## src/hw/rtl/crt4x_pkg.sv

```systemverilog
// ----------------------------------------------------------------------------
// CRT 4x upscaler package
// Shared types, register map codes, reset values and arithmetic constants.
// ----------------------------------------------------------------------------
`default_nettype none

package crt4x_pkg;

	// Default depth of the row store, in source pixels.
	localparam int MAX_WIDTH_DEF = 1024;

	// Field widths.
	localparam int CH_W        = 8;
	localparam int ACTIVE_W    = 11;
	localparam int FADE_W      = 17;
	localparam int OUT_COL_W   = 12;
	localparam int NUM_FADE    = 6;
	localparam int PADDR_W     = 5;
	localparam int PDATA_W     = 32;

	// Command codes carried in the input tuser.
	localparam logic CMD_PUSH   = 1'b0;
	localparam logic CMD_REPLAY = 1'b1;

	// Output row codes.
	localparam logic [1:0] ROW_PLAIN      = 2'd0;
	localparam logic [1:0] ROW_FADE_FIRST = 2'd1;
	localparam logic [1:0] ROW_FADE_LAST  = 2'd3;

	// Beat position inside a span of four output pixels.
	localparam logic [1:0] SPAN_LAST = 2'd3;

	// Register indexes (byte address / 4).
	localparam logic [2:0] REG_ACTIVE_WIDTH = 3'd0;
	localparam logic [2:0] REG_FADE_FIRST   = 3'd1;
	localparam logic [2:0] REG_FADE_LAST    = 3'd6;

	// Reset values of the registers.
	localparam logic [ACTIVE_W-1:0] ACTIVE_WIDTH_RESET = 11'd320;
	localparam logic [FADE_W-1:0] FADE_RESET [NUM_FADE] = '{
		17'd52429, 17'd58255, 17'd37450, 17'd43691, 17'd32768, 17'd36409
	};

	// Row 0 scanline masks.
	localparam logic [CH_W-1:0] MASK_EVEN = 8'hF8;
	localparam logic [CH_W-1:0] MASK_ODD  = 8'h07;

	// floor(x / 10) for x up to 2550 equals (x * 6554) >> 16.
	localparam int RECIP10_W = 13;
	localparam logic [RECIP10_W-1:0] RECIP10 = 13'd6554;
	localparam int RECIP10_SH = 16;

	// Fade factors are Q1.16.
	localparam int FADE_SH = 16;

	// Pixel: element 0 is red, 1 green, 2 blue (matches tdata order).
	typedef logic [2:0][CH_W-1:0] pix_t;

	typedef logic [NUM_FADE-1:0][FADE_W-1:0] fade_bank_t;

	// One output beat as handed from the span sequencer to the pixel pipe.
	typedef struct packed {
		pix_t                  c;
		pix_t                  n;
		logic [1:0]            k;
		logic [1:0]            row;
		logic [OUT_COL_W-1:0]  col;
		logic                  row_done;
		logic                  run_last;
	} beat_t;

endpackage

`default_nettype wire

```

## src/hw/rtl/crt4x_pix_pipe.sv

```systemverilog
// ----------------------------------------------------------------------------
// CRT 4x pixel pipe
// Two-stage blend and scanline/fade pipeline ending in the output register.
// ----------------------------------------------------------------------------
`default_nettype none

module crt4x_pix_pipe (
	input  wire logic                  clk,
	input  wire logic                  arst_n,
	input  wire logic                  beat_valid,
	output logic                       beat_ready,
	input  wire crt4x_pkg::beat_t      beat,
	input  wire crt4x_pkg::fade_bank_t fade,
	output logic                       out_valid,
	input  wire logic                  out_ready,
	output crt4x_pkg::pix_t            out_pix,
	output logic [1:0]                 out_row,
	output logic [crt4x_pkg::OUT_COL_W-1:0] out_col,
	output logic                       out_row_done,
	output logic                       out_run_last
);

	localparam int SUM_W  = 12;
	localparam int PROD_W = SUM_W + crt4x_pkg::RECIP10_W;
	localparam int FPROD_W = crt4x_pkg::CH_W + crt4x_pkg::FADE_W;

	// Stage 1: blended pixel.
	logic                  v_p1_q;
	crt4x_pkg::pix_t       pix_s1;
	logic                  odd_s1;
	logic [1:0]            row_s1;
	logic [crt4x_pkg::OUT_COL_W-1:0] col_s1;
	logic                  row_done_s1;
	logic                  run_last_s1;

	logic                  adv_out;
	logic                  adv_s1;
	crt4x_pkg::pix_t       blend;
	crt4x_pkg::pix_t       shaded;

	logic [SUM_W-1:0]  sum_w;
	logic [PROD_W-1:0] prod_w [3];
	logic [crt4x_pkg::CH_W:0] avg_w [3];
	logic [FPROD_W-1:0] fprod [3];
	logic [crt4x_pkg::CH_W:0] fscaled [3];
	logic [crt4x_pkg::FADE_W-1:0] fsel;
	logic [2:0]            fidx;

	assign adv_out    = !out_valid || out_ready;
	assign adv_s1     = !v_p1_q || adv_out;
	assign beat_ready = adv_s1;

	// Blend of current and next pixel; the tenths use a reciprocal multiply.
	always_comb begin
		sum_w = '0;
		for (int ch = 0; ch < 3; ch++) begin
			if (beat.k == 2'd1) begin
				sum_w = SUM_W'(3 * beat.n[ch]) + SUM_W'(7 * beat.c[ch]);
			end else begin
				sum_w = SUM_W'(7 * beat.n[ch]) + SUM_W'(3 * beat.c[ch]);
			end
			prod_w[ch] = PROD_W'(sum_w) * PROD_W'(crt4x_pkg::RECIP10);
			avg_w[ch]  = {1'b0, beat.n[ch]} + {1'b0, beat.c[ch]};
			unique case (beat.k)
				2'd0: blend[ch] = beat.c[ch];
				2'd2: blend[ch] = avg_w[ch][crt4x_pkg::CH_W:1];
				default: begin
					blend[ch] = prod_w[ch][crt4x_pkg::RECIP10_SH +: crt4x_pkg::CH_W];
				end
			endcase
		end
	end

	always_ff @(posedge clk or negedge arst_n) begin
		if (!arst_n) begin
			v_p1_q <= 1'b0;
		end else if (adv_s1) begin
			v_p1_q <= beat_valid;
		end
	end

	always_ff @(posedge clk) begin
		if (adv_s1 && beat_valid) begin
			pix_s1      <= blend;
			odd_s1      <= beat.k[0];
			row_s1      <= beat.row;
			col_s1      <= beat.col;
			row_done_s1 <= beat.row_done;
			run_last_s1 <= beat.run_last;
		end
	end

	// Stage 2: scanline mask on the first row, fade on the others.
	always_comb begin
		fidx = 3'({row_s1 - 2'd1, odd_s1});
		fsel = (row_s1 == crt4x_pkg::ROW_PLAIN) ? fade[0] : fade[fidx];
		for (int ch = 0; ch < 3; ch++) begin
			fprod[ch]   = FPROD_W'(pix_s1[ch]) * FPROD_W'(fsel);
			fscaled[ch] = fprod[ch][crt4x_pkg::FADE_SH +: crt4x_pkg::CH_W + 1];
			if (row_s1 == crt4x_pkg::ROW_PLAIN) begin
				shaded[ch] = odd_s1 ? (pix_s1[ch] | crt4x_pkg::MASK_ODD)
				                    : (pix_s1[ch] & crt4x_pkg::MASK_EVEN);
			end else if (fscaled[ch][crt4x_pkg::CH_W]) begin
				shaded[ch] = '1;
			end else begin
				shaded[ch] = fscaled[ch][crt4x_pkg::CH_W-1:0];
			end
		end
	end

	always_ff @(posedge clk or negedge arst_n) begin
		if (!arst_n) begin
			out_valid <= 1'b0;
		end else if (adv_out) begin
			out_valid <= v_p1_q;
		end
	end

	always_ff @(posedge clk) begin
		if (adv_out && v_p1_q) begin
			out_pix      <= shaded;
			out_row      <= row_s1;
			out_col      <= col_s1;
			out_row_done <= row_done_s1;
			out_run_last <= run_last_s1;
		end
	end

endmodule

`default_nettype wire

```

## config.mk

```make
export PLATFORM = sky130hd
export DESIGN_NAME = crt4x_pix_pipe
export DESIGN_NICKNAME = d
export VERILOG_FILES = /design/src/hw/rtl/crt4x_pkg.sv /design/src/hw/rtl/crt4x_pix_pipe.sv
export SDC_FILE = /design/constraint.sdc
export NUM_CORES = 2
export LEC_CHECK = 0
export ABC_AREA = 1
export BUFFER_PORTS_ARGS = -buffer_cell sky130_fd_sc_hd__buf_2
export CORE_ASPECT_RATIO = 1.75
export CORE_MARGIN = 4
export CORE_UTILIZATION = 45
export CTS_CLUSTER_SIZE = 14
export DETAILED_ROUTE_END_ITERATION = 12
export PLACE_DENSITY = 0.7
export SYNTH_ARGS = -nofsm -noshare
export SYNTH_HDL_FRONTEND = slang
export SYNTH_SLANG_ARGS = --single-unit
```

## constraint.sdc

```tcl
create_clock -name clk -period 8 [get_ports clk]
set_clock_uncertainty 0.2 [all_clocks]
set_input_delay 0.8 -clock clk [delete_from_list [all_inputs] [get_ports clk]]
set_output_delay 0.8 -clock clk [all_outputs]
set_load 0.03 [all_outputs]
```

# Word level (Yosys, flattened, before mapping)
# Index checks and enable logic that the tools add are counted.
# totals
ff_bits,83
inputBits,172
output_inout_bits,42
wordCells,74
# op_classes
add_sub_neg,10
mul,18
order_cmp,1
n_eq_ne,2
n_mux,18
reduce_logical,8
# ops
operator,count
$mul A8 B17 Y25,3
$mul A12 B12 Y23 const B,3
$mul A3 B8 Y11 const A,6
$mul A2 B8 Y10 const A,6
$bmux W17 S3,1
$mux W8,6
$pmux W8 S2,3
$add A10 B11 Y12,3
$add A11 B10 Y12,3
$mux W12,3
$mux W17,2
$add A8 B8 Y9,3
$mux W3,3
$logic_not A2 Y1,2
$lt A3 B4 Y1 const B,1
$eq A2 B1 Y1 const B,1
$eq A2 B2 Y1 const B,1
$logic_and A1 B1 Y1,2
$logic_not A1 Y1,2
$logic_or A1 B1 Y1,2
$sub A2 B1 Y2 const B,1

# Depth between registers and ports, before layout
# logic_depth
ltp_word,7
mapped_depth,45
ltp_nobuf,45

# Worst setup path before layout
# OpenSTA, ideal clock, no wires.
# synth_timing
kind,in2reg
startpoint,in beat[61] in the netlist's numbering
endpoint,reg pix_s1[23] in the netlist's numbering (data pin)
setup_time_ns,0.262
t_arrival_ns,7.434
t_required_ns,7.538
path_slack_ns,0.104
cell_stages,38
n_path_buf,0
cell_sequence,inv_1 -> fa_1 -> inv_1 -> fa_1 -> inv_1 -> fa_1 -> inv_1 -> ha_1 -> nand2_1 -> nand2_1 -> nand3_1 -> o211ai_1 -> a21oi_1 -> nor2_1 -> nor2_1 -> o21bai_1 -> xor2_1 -> o21ai_0 -> (+2 left out) -> fa_1 -> inv_1 -> fa_1 -> inv_1 -> fa_1 -> fa_1 -> inv_1 -> ha_1 -> nand2_1 -> o21ai_0 -> a221oi_1 -> nand2_1 -> nand2_1 -> nand2_1 -> nand2_1 -> nand2_1 -> nor2_1 -> o21ai_0
# synth_lines
element,line_no,rtl
"start, declared",crt4x_pix_pipe.sv:12,"input wire crt4x_pkg::beat_t beat,"
"end signal, assigned",crt4x_pix_pipe.sv:84,pix_s1 <= blend;
"end, declared",crt4x_pix_pipe.sv:29,crt4x_pkg::pix_t pix_s1;

==> results.md <==
* Initial antenna violation count at 2
* Critical Path Most Common Cell: fa_1
* Finished Core Util at 0.531
* Core area at 0.0695 mm^2
* CTS tree: yes
* Overflow after GRT at 0
* Critical path data arrival time at about 7.8 ns
* First-pass GRT wire length at 150,000 um
* Syn Area/Cell at 7.86 um^2
* Post-synth EDFFs at 81
* Area growth from synthesis to layout at 17.5%
* Fin crit period at 7.86 ns
* Final hold violation count at 0
* Vias in the first global route at 30,300
* Cell Area, Synth at around 0.031 mm^2
* Async set or reset register ratio after synthesis at 0.0241
* Top FF cell, synth: edfxtp_1
* Rows at 128
* Chip Height at 358 um
* Setup TNS at 0 ns
* Clock sink count at 83
* Slew HR at 0.187
* Unique cell type count in the Yosys netlist at just under 60
* Crit path required time at 7.96 ns
* Root Buffer: clkbuf_16
* Pre-Repair DR Iteration Count at 8
* Share of cells above drive strength 1 at 0.176
* Setup crit start kind: input port
* H-tree depth at 3
* Max frequency at 127 MHz
* Largest net degree at the start of global routing at 53
* Inserted Clock Buffers at 9
* Starting Density at 0.452
* Sequential element share of the synthesized area at 0.0790
* HP Class: flop to flop
* Dominant cells by area after synthesis: fa_1 (32%), ha_1 (20%), inv_1 (12%), nand2_1 (8.1%), edfxtp_1 (7.7%)
* RSZ-0062 raised after global routing: yes
* Critical Path Slowest Stage Cell: fa_1
* CP Class: input port to flop
* Status: completed
* Slew @ Worst Pin at approximately 1.2 ns
* Ys Warns at 0
* Post-synth top area share at 0.319
* Clock latency on the worst-skew pair at 0.41 ns
* CTS max path bufs at 2
* Vias/cell at 5.25
* IO Pins at 214
* Final GP Congestion at between 0.9 and 1
* Largest stage delay, worst path at 0.54 ns
* Synthesized instance count at about 4,000
* Starting DRT DRC Count at 1,454
* GRT Util Overall at 0.254
* Max-Cap Viols at 0
* # DRC at 0
* Die X at 208 um
* Critical Path End Type: flop
* Avg WL per Cell at approximately 18 um
* Vias at 28,300
* DP HPWL at 80,600 um
* #FFs+latches synth at 83
* Clk slew on worst S/H paths at 0.09 ns
* Post-synth top cells: inv_1 (976), nand2_1 (677), fa_1 (501)
* Final period util at 0.982
* Final wirelength at 95,700 um
* Number of I/O port buffers at 213
* Setup violators final at 0
* DIE AREA at 0.0743 mm^2
* Post-route antenna net violation count at 0
* Critical-path maximum fanout at 5
* Yosys top cell by area: fa_1
* Mapped Nets at 5,163
* Post-layout nets at 5,635
* Final Max Tran Viols at 0
* Top-count cell post-synth: inv_1
[critical path, delay by kind of cell]
kind | cells | cell delay, ns
compound gates | 7 | 0.90
buf+inv | 12 | 0.95
xor+xnor | 1 | 0.07
simple gates | 7 | 0.82
fa+ha+maj | 10 | 4.26
[logic make-up after synthesis]
family | Yosys count | synth area share
AND/OR/NAND/NOR | 1248 | 0.161
buffers and inverters | 1080 | 0.131
flip-flops | 83 | 0.0790
XOR/XNOR | 55 | 0.0153
adder cells (fa/ha/maj) | 991 | 0.514
AO/OA/AOI/OAI | 543 | 0.100
[per-layer routing]
metal / wire length (um) / GRT usage / vias to the layer above
li1: - / - / 13300
met1: 31700 / 0.245 / 13700
met2: 52400 / 0.507 / 885
met3: 4640 / 0.0306 / 374
met4: 6970 / 0.151 / 2
met5: 13 / 0 / -
[registers in the layout, summed over array words and instances, names as in the netlist]
register and flops:
row_s1 2, col_s1 12, v_p1_q 1, out_row_done 1
out_valid 1, out_pix 24, run_last_s1 1, pix_s1 24
row_done_s1 1, odd_s1 1, out_run_last 1, out_row 2
out_col 12
[placed cells by master (no fill, tap or decap), types with 19 or more instances in the layout]
cell type and count:
buf_4 329, o21ai_2 19, o21ai_0 120, xor2_1 30, nor2_1 381, nor3_1 22
a21oi_2 35, o211ai_1 26, buf_2 208, nand3_1 83, o21bai_1 24, ha_1 463
fa_1 497, edfxtp_1 81, o22ai_1 26, inv_1 950, o21ai_1 29, nand2_1 653
ha_4 27, xnor2_1 25, inv_2 36, nand2_2 31, a21oi_1 179
[area by class of cell]
type	instances	area, um^2
repair buffers	547	3640
inverters	994	3750
fillers	6631	32600
clock buffers	10	229
clock inverters	6	48.8
multi-input cells	2837	25600
well taps	910	1140
flip-flops and latches	83	2480
diodes	1	2.50
[path summary, 6_finish.rpt]
| path | startpoint | to | slack [ns] | cells past startpoint |
|---|---|---|---|---|
| worst max-delay path | beat[45] | pix_s1[7] | 0.14 | 37 |
| worst min-delay path | col_s1[9] | out_col[9] | 0.21 | 0 |
| worst max register to register | row_s1[0] | out_pix[0] | 0.94 | 22 |
| worst min register to register | col_s1[9] | out_col[9] | 0.21 | 0 |
| max in group asynchronous | arst_n | out_valid | 6.97 | 2 |
| min in group asynchronous | arst_n | v_p1_q | 0.53 | 2 |
[per-stage QoR]
step           cell area [um^2]  cells  hold WS, ns  worst slack, ns
2_1_floorplan             31400   4000        0.200            0.104
3_3_place_gp              35600   5343        0.201           -0.480
3_5_place_dp              35600   5343        0.205           -0.511
4_1_cts                   35900   5360        0.215           0.0316
5_1_grt                   36900   5387        0.226           -0.207
6_report                  36900   5388        0.208            0.144
[repair_timing]
action,4_1_cts,5_1_grt
endpoints found under the setup margin,3,24
hold buffers,1,0
pin swaps,0,77
resized for setup,5,204
hold endpoints to repair,2,0
buffers inserted,0,28
Power is not shown: default switching activity piles up to over one toggle a cycle in this logic, so the estimate is an artifact.
